`config.mk`:
```
export PLATFORM = sky130hd
export DESIGN_NAME = sliding_window_median_top
export DESIGN_NICKNAME = d
export VERILOG_FILES = /design/src/rtl/swm_pkg.sv /design/src/rtl/swm_cell.sv /design/src/rtl/sliding_window_median_top.sv
export SDC_FILE = /design/constraint.sdc
export NUM_CORES = 2
export LEC_CHECK = 0
export ABC_AREA = 0
export BUFFER_PORTS_ARGS = -buffer_cell sky130_fd_sc_hd__buf_2
export CAP_MARGIN = 30
export CORE_MARGIN = 2
export CORE_UTILIZATION = 35
export DETAILED_ROUTE_END_ITERATION = 8
export PLACE_DENSITY = 0.5
export SETUP_SLACK_MARGIN = 0.3
export SLEW_MARGIN = 20
export SYNTH_ARGS = -nofsm -noshare
export SYNTH_HDL_FRONTEND = slang
export SYNTH_SLANG_ARGS = --single-unit
```
`constraint.sdc`:
```
create_clock -name clk -period 5.45 [get_ports clk]
set_input_delay 0.545 -clock clk [delete_from_list [all_inputs] [get_ports clk]]
set_output_delay 0.545 -clock clk [all_outputs]
set_load 0.05 [all_outputs]
```
`src/rtl/swm_pkg.sv`:
```
`timescale 1ns / 1ps
// ----------------------------------------------------------------------------
// Sliding window median package
// Widths, register map and the link type shared between the sorted cells.
// ----------------------------------------------------------------------------
package swm_pkg;

    localparam int DATA_W     = 32;
    localparam int SIZE_W     = 5;
    localparam int WINDOW_DEF = 16;
    localparam int APB_DATA_W = 32;
    localparam int PADDR_W    = 3;
    localparam int REG_IDX_W  = PADDR_W - 2;

    localparam logic [SIZE_W-1:0]    ACTIVE_SIZE_RESET = SIZE_W'(16);
    localparam logic [REG_IDX_W-1:0] REG_ACTIVE_SIZE   = '0;

    typedef struct packed {
        logic [DATA_W-1:0] value;
        logic              le_old;
        logic              le_new;
    } cell_link_t;

endpackage

```
`src/rtl/swm_cell.sv`:
```
`timescale 1ns / 1ps
// ----------------------------------------------------------------------------
// Sorted window cell
// One entry of the ascending sorted store. On each transfer the cell keeps
// its value, takes a neighbour's value or takes the new sample, so that the
// row drops the leaving sample and inserts the new one in the same transfer.
// ----------------------------------------------------------------------------
module swm_cell
    import swm_pkg::*;
(
    input  logic              clk,
    input  logic              rst_n,
    input  logic              shift_en,
    input  logic              new_ge_old,
    input  logic [DATA_W-1:0] old_val,
    input  logic [DATA_W-1:0] new_val,
    input  cell_link_t        prev_link,
    input  cell_link_t        next_link,
    output cell_link_t        link,
    input  logic              sel_lo,
    input  logic              sel_hi,
    output logic [DATA_W-1:0] lo_tap,
    output logic [DATA_W-1:0] hi_tap
);

    logic [DATA_W-1:0] value_reg;
    logic [DATA_W-1:0] value_next;

    assign link.value  = value_reg;
    assign link.le_old = (value_reg <= old_val);
    assign link.le_new = (value_reg <= new_val);

    assign lo_tap = sel_lo ? value_reg : '0;
    assign hi_tap = sel_hi ? value_reg : '0;

    always_comb
    begin
        if (new_ge_old)
        begin
            priority if (next_link.le_old)
                value_next = value_reg;
            else if (!link.le_new)
                value_next = value_reg;
            else if (!next_link.le_new)
                value_next = new_val;
            else
                value_next = next_link.value;
        end
        else
        begin
            priority if (link.le_new)
                value_next = value_reg;
            else if (!link.le_old)
                value_next = value_reg;
            else if (prev_link.le_new)
                value_next = new_val;
            else
                value_next = prev_link.value;
        end
    end

    always_ff @(posedge clk or negedge rst_n)
    begin
        if (!rst_n)
            value_reg <= '0;
        else if (shift_en)
            value_reg <= value_next;
    end

endmodule

```
`src/rtl/sliding_window_median_top.sv`:
```
`timescale 1ns / 1ps
// ----------------------------------------------------------------------------
// Sliding window median filter
// Running median over the last WINDOW samples, with an APB register that
// sets the active size, from which the median position is taken.
// ----------------------------------------------------------------------------
// The filter takes one sample per clock, and returns one median per sample,
// while each median is taken when offered. A sample transfer updates a row
// of WINDOW sorted cells in that same cycle; calc_reg then marks the median
// due and it is registered in median_reg once the previous one is taken. The
// single compare-and-shift step inside each cell sets this rate. While a
// median waits to be taken, one further sample may already be accepted and
// sorted. After reset the window holds zeros and active_size is 16.
module sliding_window_median_top
    import swm_pkg::*;
#(
    parameter int WINDOW = WINDOW_DEF
)
(
    input  logic                  clk,
    input  logic                  rst_n,
    input  logic                  psel,
    input  logic                  penable,
    input  logic                  pwrite,
    input  logic [PADDR_W-1:0]    paddr,
    input  logic [APB_DATA_W-1:0] pwdata,
    output logic [APB_DATA_W-1:0] prdata,
    output logic                  pready,
    input  logic [DATA_W-1:0]     sample,
    input  logic                  sample_valid,
    output logic                  sample_ready,
    output logic [DATA_W-1:0]     median,
    output logic                  median_valid,
    input  logic                  median_ready
);

    localparam int IW = $clog2(WINDOW);
    localparam int DW = $clog2(WINDOW + 1);
    localparam int CW = (DW > SIZE_W) ? DW : SIZE_W;

    logic [SIZE_W-1:0]    active_size_reg;
    logic [REG_IDX_W-1:0] reg_idx;
    logic                 cfg_write;

    logic [DATA_W-1:0] hist_reg [WINDOW];
    logic [DATA_W-1:0] oldest;
    logic              accept;
    logic              new_ge_old;

    cell_link_t        cell_link [WINDOW];
    logic [DATA_W-1:0] lo_taps   [WINDOW];
    logic [DATA_W-1:0] hi_taps   [WINDOW];
    logic [WINDOW-1:0] sel_lo;
    logic [WINDOW-1:0] sel_hi;

    logic [CW-1:0]     size_ext;
    logic [CW-1:0]     size_clamped;
    logic [CW-1:0]     rank;
    logic [IW-1:0]     lo_idx;
    logic [IW-1:0]     hi_idx;

    logic [DATA_W-1:0] lo_val;
    logic [DATA_W-1:0] hi_val;
    logic [DATA_W:0]   pair_sum;
    logic [DATA_W-1:0] median_next;

    logic              calc_reg;
    logic              median_valid_reg;
    logic [DATA_W-1:0] median_reg;
    logic              out_load;

    // Configuration port.
    assign pready    = 1'b1;
    assign reg_idx   = paddr[PADDR_W-1:2];
    assign cfg_write = psel && penable && pwrite && pready;
    assign prdata    = (reg_idx == REG_ACTIVE_SIZE)
                     ? {{(APB_DATA_W-SIZE_W){1'b0}}, active_size_reg} : '0;

    always_ff @(posedge clk or negedge rst_n)
    begin
        if (!rst_n)
            active_size_reg <= ACTIVE_SIZE_RESET;
        else if (cfg_write && (reg_idx == REG_ACTIVE_SIZE))
            active_size_reg <= pwdata[SIZE_W-1:0];
    end

    // Handshake and control.
    assign out_load     = calc_reg && (!median_valid_reg || median_ready);
    assign sample_ready = !calc_reg || !median_valid_reg || median_ready;
    assign accept       = sample_valid && sample_ready;
    assign median       = median_reg;
    assign median_valid = median_valid_reg;

    always_ff @(posedge clk or negedge rst_n)
    begin
        if (!rst_n)
        begin
            calc_reg         <= 1'b0;
            median_valid_reg <= 1'b0;
        end
        else
        begin
            calc_reg <= accept || (calc_reg && !out_load);
            if (out_load)
                median_valid_reg <= 1'b1;
            else if (median_ready)
                median_valid_reg <= 1'b0;
        end
    end

    always_ff @(posedge clk)
    begin
        if (out_load)
            median_reg <= median_next;
    end

    // Arrival order: the oldest sample leaves at the tail.
    always_ff @(posedge clk or negedge rst_n)
    begin
        if (!rst_n)
        begin
            for (int i = 0; i < WINDOW; i++)
                hist_reg[i] <= '0;
        end
        else if (accept)
        begin
            hist_reg[0] <= sample;
            for (int i = 1; i < WINDOW; i++)
                hist_reg[i] <= hist_reg[i-1];
        end
    end

    assign oldest     = hist_reg[WINDOW-1];
    assign new_ge_old = (sample >= oldest);

    // Median position from the active size.
    assign size_ext     = CW'(active_size_reg);
    assign size_clamped = (size_ext == '0) ? CW'(1)
                        : (size_ext > CW'(WINDOW)) ? CW'(WINDOW) : size_ext;
    assign rank         = size_clamped >> 1;
    assign lo_idx       = IW'(WINDOW - 1) - rank[IW-1:0];
    assign hi_idx       = lo_idx + IW'(1);

    // Sorted cell row.
    for (genvar i = 0; i < WINDOW; i++)
    begin : g_cell
        cell_link_t prev_l;
        cell_link_t next_l;

        if (i == 0)
        begin : g_first
            assign prev_l = '{value: '0, le_old: 1'b1, le_new: 1'b1};
        end
        else
        begin : g_prev
            assign prev_l = cell_link[i-1];
        end

        if (i == WINDOW - 1)
        begin : g_last
            assign next_l = '{value: '0, le_old: 1'b0, le_new: 1'b0};
        end
        else
        begin : g_next
            assign next_l = cell_link[i+1];
        end

        assign sel_lo[i] = (lo_idx == IW'(i));
        assign sel_hi[i] = (hi_idx == IW'(i));

        swm_cell u_cell (
            .clk        (clk),
            .rst_n      (rst_n),
            .shift_en   (accept),
            .new_ge_old (new_ge_old),
            .old_val    (oldest),
            .new_val    (sample),
            .prev_link  (prev_l),
            .next_link  (next_l),
            .link       (cell_link[i]),
            .sel_lo     (sel_lo[i]),
            .sel_hi     (sel_hi[i]),
            .lo_tap     (lo_taps[i]),
            .hi_tap     (hi_taps[i])
        );
    end

    always_comb
    begin
        lo_val = '0;
        hi_val = '0;
        for (int i = 0; i < WINDOW; i++)
        begin
            lo_val = lo_val | lo_taps[i];
            hi_val = hi_val | hi_taps[i];
        end
    end

    assign pair_sum    = {1'b0, lo_val} + {1'b0, hi_val};
    assign median_next = size_clamped[0] ? lo_val : pair_sum[DATA_W:1];

endmodule

```
# Yosys cells after proc, flatten, opt, wreduce, memory -nomap -nowiden
# Cells that the tools add are included.
[totals] input_bits=74 reg_bits=1063
[op_classes] n_eq_ne=77 n_bitwise=31 n_lt_le_gt_ge=34 add_sub_neg=3 n_reduce_logical=49 mux=147
[op_table] operator="$mux 32" n=142
[op_table] operator="$le 32x32->1" n=32
[op_table] operator="$or 32x32->32" n=30
[op_table] operator="$reduce_and 5->1" n=15
[op_table] operator="$eq 4x4->1 const B" n=16
[op_table] operator="$ne 2x2->1 const B" n=31
[op_table] operator="$reduce_bool 2->1" n=17
[op_table] operator="$add 32x32->33" n=1
[op_table] operator="$eq 4x3->1 const B" n=8
[op_table] operator="$ge 32x32->1" n=1
[op_table] operator="$ne 2x1->1 const B" n=16
[op_table] operator="$eq 4x2->1 const B" n=4
[op_table] operator="$mux 5" n=3
[op_table] operator="$eq 4x1->1 const B" n=2
[op_table] operator="$logic_not 4->1" n=2
[op_table] operator="$logic_and 1x1->1" n=6
[op_table] operator="$gt 5x5->1 const B" n=1
[op_table] operator="$logic_not 5->1" n=1
[op_table] operator="$add 4x1->4 const B" n=1
[op_table] operator="$logic_or 1x1->1" n=4
[op_table] operator="$reduce_and 4->1" n=1
[op_table] operator="$sub 4x4->4 const A" n=1
[op_table] operator="$logic_not 1->1" n=3
[op_table] operator="$mux 1" n=2
[op_table] operator="$not 1->1" n=1

# Logic depth before layout (Yosys ltp)
[depth] ltp_word=24 mapped_depth=21

# By module
# Synthesis repeated with hierarchy kept, for this count alone.
[hier_totals] cells_unflattened=9361 hier_area_um2=87906.8
[modules_own_cells] module="swm_cell (g_cell[0].u_cell ...)" cells_per_inst=461 n_inst=15 area_each_um2=3911.3 seq_area_each_um2=800.8
[modules_own_cells] module="sliding_window_median_top" cells_per_inst=1980 n_inst=1 area_each_um2=25268.0 seq_area_each_um2=13949.6
[modules_own_cells] module="swm_cell (g_cell[9].u_cell)" cells_per_inst=466 n_inst=1 area_each_um2=3970.1 seq_area_each_um2=800.8

# Worst setup path before layout
# No wires, ideal clock.
[synth_path] path_kind="register -> register" start="register active_size_reg[2]" end="register median_reg[26] (netlist: median[26]), data pin" n_path_buf=6 stages_incl_launch_ff=20 period_less_slack_ps=4787 setup_time_ps=270 setup_slack_ps=663 arrival_time_ps=4516 t_required_ps=5180 path_cell_list="dfrtp_1 clkbuf_1 buf_2 buf_1 nor3_1 clkbuf_1 buf_1 buf_2 a222oi_1 nand3_1 ha_1 a21oi_1 o21ai_0 or2_2 o22ai_1 o31a_4 o41ai_4 o221ai_2 xor2_1 a21oi_1"
[synth_between] elab_chain_len=24
[synth_lines] element="start, declared" line_no="sliding_window_median_top.sv:41" text="logic [SIZE_W-1:0] active_size_reg;"
[synth_lines] element="start signal, assigned" line_no="sliding_window_median_top.sv:84" text="active_size_reg <= pwdata[SIZE_W-1:0];"
[synth_lines] element="$gt 5x5->1" line_no="sliding_window_median_top.sv:139" text=": (size_ext > CW'(WINDOW)) ? CW'(WINDOW) : size_ext;"
[synth_lines] element="$mux 5" line_no="sliding_window_median_top.sv:139"
[synth_lines] element="$mux 5 (*)" line_no="sliding_window_median_top.sv:138" text="assign size_clamped = (size_ext == '0) ? CW'(1)"
[synth_lines] element="$sub 4x4->4" line_no="sliding_window_median_top.sv:141" text="assign lo_idx = IW'(WINDOW - 1) - rank[IW-1:0];"
[synth_lines] element="$add 4x1->4" line_no="sliding_window_median_top.sv:142" text="assign hi_idx = lo_idx + IW'(1);"
[synth_lines] element="$eq 4x1->1 / $logic_not 4->1 (equally long branches)" line_no="sliding_window_median_top.sv:169" text="assign sel_hi[i] = (hi_idx == IW'(i));"
[synth_lines] element="$mux 32" line_no="swm_cell.sv:34" text="assign hi_tap = sel_hi ? value_reg : '0;"
[synth_lines] element="$or 32x32->32 (15 in a row)" line_no="sliding_window_median_top.sv:195" text="hi_val = hi_val | hi_taps[i];"
[synth_lines] element="$add 32x32->33" line_no="sliding_window_median_top.sv:199" text="assign pair_sum = {1'b0, lo_val} + {1'b0, hi_val};"
[synth_lines] element="$mux 32 (*)" line_no="sliding_window_median_top.sv:200" text="assign median_next = size_clamped[0] ? lo_val : pair_sum[DATA_W:1];"
[synth_lines] element="named net median_next[26]" line_no="sliding_window_median_top.sv:65" text="logic [DATA_W-1:0] median_next;"
[synth_lines] element="end signal, assigned" line_no="sliding_window_median_top.sv:114" text="median_reg <= median_next;"
[synth_lines] element="end, declared" line_no="sliding_window_median_top.sv:69" text="logic [DATA_W-1:0] median_reg;"
# Mark *: on every way through the listed nets, which the timed path passes. The rest lies on a longest branch.
# A chain may end at the register's enable or synchronous reset.

# Worst setup path after layout
[layout_path] start="register hist_reg, in the netlist oldest[30]" end="register g_cell[3].u_cell.value_reg[5]"
[layout_between] elab_chain_len=3
[layout_lines] element="start, declared" line_no="sliding_window_median_top.sv:45" text="logic [DATA_W-1:0] hist_reg [WINDOW];"
[layout_lines] element="start signal, assigned by index" line_no="sliding_window_median_top.sv:129" text="hist_reg[i] <= hist_reg[i-1];"
[layout_lines] element="$ge 32x32->1 / $le 32x32->1 (equally long branches)" line_no="sliding_window_median_top.sv:134, swm_cell.sv:30"
[layout_lines] element="$ne 2x1->1 (no line) (tied with other cells)"
[layout_lines] element="$reduce_and 5->1 (no line)"
[layout_lines] element="end signal, assigned" line_no="swm_cell.sv:67" text="value_reg <= value_next;"
[layout_lines] element="end, declared" line_no="swm_cell.sv:26" text="logic [DATA_W-1:0] value_reg;"
# Several ways; a longest one is shown, not always the timed one.

==> impl_metrics.tcl <==
set metrics [dict create \
    status "finished, final reports clean" \
    wl_met3_um 22090 \
    r2r_cells 12 \
    power_leakage_nw 40.39 \
    viasPerCell 5.989 \
    netlist_area_sq_um 75700 \
    antenna_found_initial 13 \
    route.met2.wl_um 145000 \
    finalCritPeriodShare_pct 91.82 \
    crit_cells 12 \
    cts_tree "yes" \
    final-setup-viol-count 0 \
    ys.flop_type "dfrtp_1" \
    async_flop_share_pct 96.99 \
    cts_max_level 4 \
    ir_drop_mv 0.3811 \
    rr_endpoint "g_cell[3].u_cell.value_reg[5]" \
    cts.root.buffer_cell "clkbuf_16" \
    nNetsFinal 9560 \
    end_kind "flip-flop" \
    vias 67950 \
    worstMarginPinSlew_ns 0.9563 \
    largest_reg_flops 512 \
    clock_skew_ns 0.03800 \
    slew_violations 0 \
    synth_area_leaders "dfrtp_1, ha_1, nand2_1" \
    setup_tns_ns 0 \
    place_congestion 0.9573 \
    yosys_warnings 0 \
    grt_max_degree 197 \
    first_pass_iters 8 \
    slowest_delay_ns 0.76 \
    clockBufferDepth 3 \
    yosysSeqAreaShare_pct 35.35 \
    hold_viol 0 \
    clock_power_share_pct 16.4 \
    slew_headroom_pct 34.59 \
    slowest_stage "or4_1" \
    r2r_slack_ns 0.45 \
    initial_utilization_pct 35.24 \
    crit_arrival_ns 5.70 \
    holdPathStages 2 \
    cap_violations 0 \
    drive_gt1_share_pct 12.06 \
    timing.rr.start "oldest[30]" \
    hp-class "primary input to flip-flop" \
    grt_pass1_vias 66210 \
    synth_top_area_share_pct 34.05 \
    num-fill-cells 21210 \
    synth_seq_cells 1063 \
    power.internal_mw 30.16 \
    cp_cell_sequence "inv_1, ha_1, nand4_1, or4_1, nor4_2, nand3_1, o2111a_1, a311oi_2, nand2_1, a21oi_4, buf_4, mux2_1" \
    hold_start "pwdata[2]" \
    netSwitchingFraction_pct 48.78 \
    multi_input_area_sq_um 45860 \
    fmax_mhz 199.8 \
    fp.dieW_um 469.1 \
    p_comb_share_pct 54.8 \
    drt_iter0_drc 7243 \
    synth_edf_count 32 \
    cts_buffers 138 \
    yosys-top-cells-count "nand2_1, ha_1, dfrtp_1" \
    syn-instance-count 8224 \
    crit_family "simple AND/OR/NAND/NOR gates" \
    cts_num_sinks 1063 \
    die_area_sq_um 220000 \
    grt_pass1_wl_um 474500 \
    rsz0062_at_grt "true" \
    yosys.area.top_type "dfrtp_1" \
    insertion_delay_ns 0.85 \
    synth_cell_types 106 \
    cp-start-kind "flip-flop" \
    pin_count 141 \
    wl_per_cell_um 28.82 \
    worstSetupPathType "flip-flop to flip-flop" \
    highest-signal-layer "met5" \
    crit_start "oldest[30]" \
    p_per_area_nw_per_um2 681.5 \
    min_to "active_size_reg[2]" \
    period_needed_ns 5.004 \
    critPathBufInv 2 \
    dp_hpwl_um 245300 \
    drcViolationCount 0 \
    ant_nets 0 \
    coreArea_sq_um 214800 \
    die_h_um 469.1 \
    power_frac_seq_pct 28.8 \
    totalWireLength_um 327000 \
    switching_power_mw 28.72 \
    wl_met1_um 136300 \
    p_total_mw 58.88 \
    critPathMaxFanout 16 \
    cts.clk_slew.worst_paths_ns 0.06 \
    ff_latch_area_sq_um 26760 \
    numPortBuffers 83 \
    worstPathRequired_ns 6.15 \
    syn_to_final_growth_pct 14.14 \
    synth.most_common_cell "nand2_1" \
    rows 170 \
    grt_overflow 0 \
    synth.avg_cell_area_sq_um 9.204 \
    groute.usage.overall_pct 29.34 \
]
per-stage QoR:
stage | std cells | setup WS (ns) | hold WS, ns | utilization, % | area, sq um
floorplan | 8250 | 0.6633 | 0.2494 | - | 75790
detailed placement | 11090 | 0.1607 | 0.4481 | 37.98 | 81590
global placement | 11090 | 0.1374 | 0.4469 | 37.98 | 81590
finish | 11350 | 0.4460 | 0.05942 | 40.22 | 86400
global route | 11340 | 0.2873 | 0.04474 | 40.21 | 86390
CTS | 11340 | 0.2842 | 0.01760 | 40.19 | 86350
metal layers:
layer	track usage, %	vias to the layer above
met2	45.66	2736
met4	18.16	10
met1	37.88	33520
met3	5.002	807
met5	0	-
li1	-	30880
power by group through the flow:
| stage | clock network (mW) | registers [mW] | logic [mW] |
|---|---|---|---|
| after global routing | 10.2 | 17.2 | 35.5 |
| after CTS | 9.89 | 16.9 | 31.7 |
| after detailed placement | 0 | 17.0 | 31.4 |
| after global placement | 0 | 17.0 | 30.6 |
| final | 9.66 | 16.9 | 32.3 |
| after floorplan | 0 | 14.3 | 21.2 |
worst max path at each step:
stage,endpoint
2_1_floorplan,median[26]
3_3_place_gp,median[26]
3_5_place_dp,median[26]
4_1_cts,median[24]
5_1_grt,median[24]
6_report,g_cell[3].u_cell.value_reg[5]
layout by cell type (no fill, tap or decap), types with 38 or more instances in the layout:
cell / n
a211oi_1: 56
clkbuf_16: 140
nand3_1: 140
o21ai_0: 416
o22ai_1: 240
a22o_1: 98
o211ai_1: 54
nor2b_1: 41
nor2_1: 166
a21oi_1: 561
ha_1: 1087
nor3_1: 47
buf_2: 82
mux2_1: 79
a31oi_1: 54
nand4_1: 223
o22a_1: 163
a21o_1: 175
a22oi_1: 119
dfrtp_1: 1028
a222oi_1: 38
nand2_1: 1587
mux2i_1: 204
o21a_1: 52
buf_4: 323
inv_1: 316
a221oi_1: 63
buf_12: 65
mux2_2: 195
worst reg2reg max path, stage by stage, from the launching register on:
cell      delay [ns]
dfrtp_1         0.37
inv_1           0.40
ha_1            0.22
nand4_1         0.29
or4_1           0.76
nor4_2          0.60
nand3_1         0.48
o2111a_1        0.42
a311oi_2        0.33
nand2_1         0.16
a21oi_4         0.17
buf_4           0.29
mux2_1          0.39
layout make-up:
type,instances,area share [%]
clock buffers,192,4.571
diodes,7,0.02027
well taps,2838,4.110
flip-flops and latches,1063,30.98
multi-input cells,6369,53.08
repair buffers,478,4.875
inverters,348,1.512
clock inverters,52,0.8573
kinds of logic (layout without fill, tap and decap cells):
kind of cell	count (synthesis)	in the layout	share of synthesized area (%)
and+or+nand+nor	2383	2383	13.74
other	2	35	0.009921
adders and majority gates	1088	1088	17.99
DFF	1063	1063	35.35
muxes	509	509	7.389
xor gates and xnor gates	26	26	0.3008
AOI/OAI and AO/OA	2335	2335	20.73
buffers and inverters	818	1070	4.484
repair_timing:
action	CTS	global route
setup endpoints to repair	6	11
endpoints found under the hold margin	85	0
setup buffers	2	0
pin swaps	1	0
gates cloned	0	0
gates resized for setup	1	6
hold buffers	5	0
(Power assumes the default switching activity.)
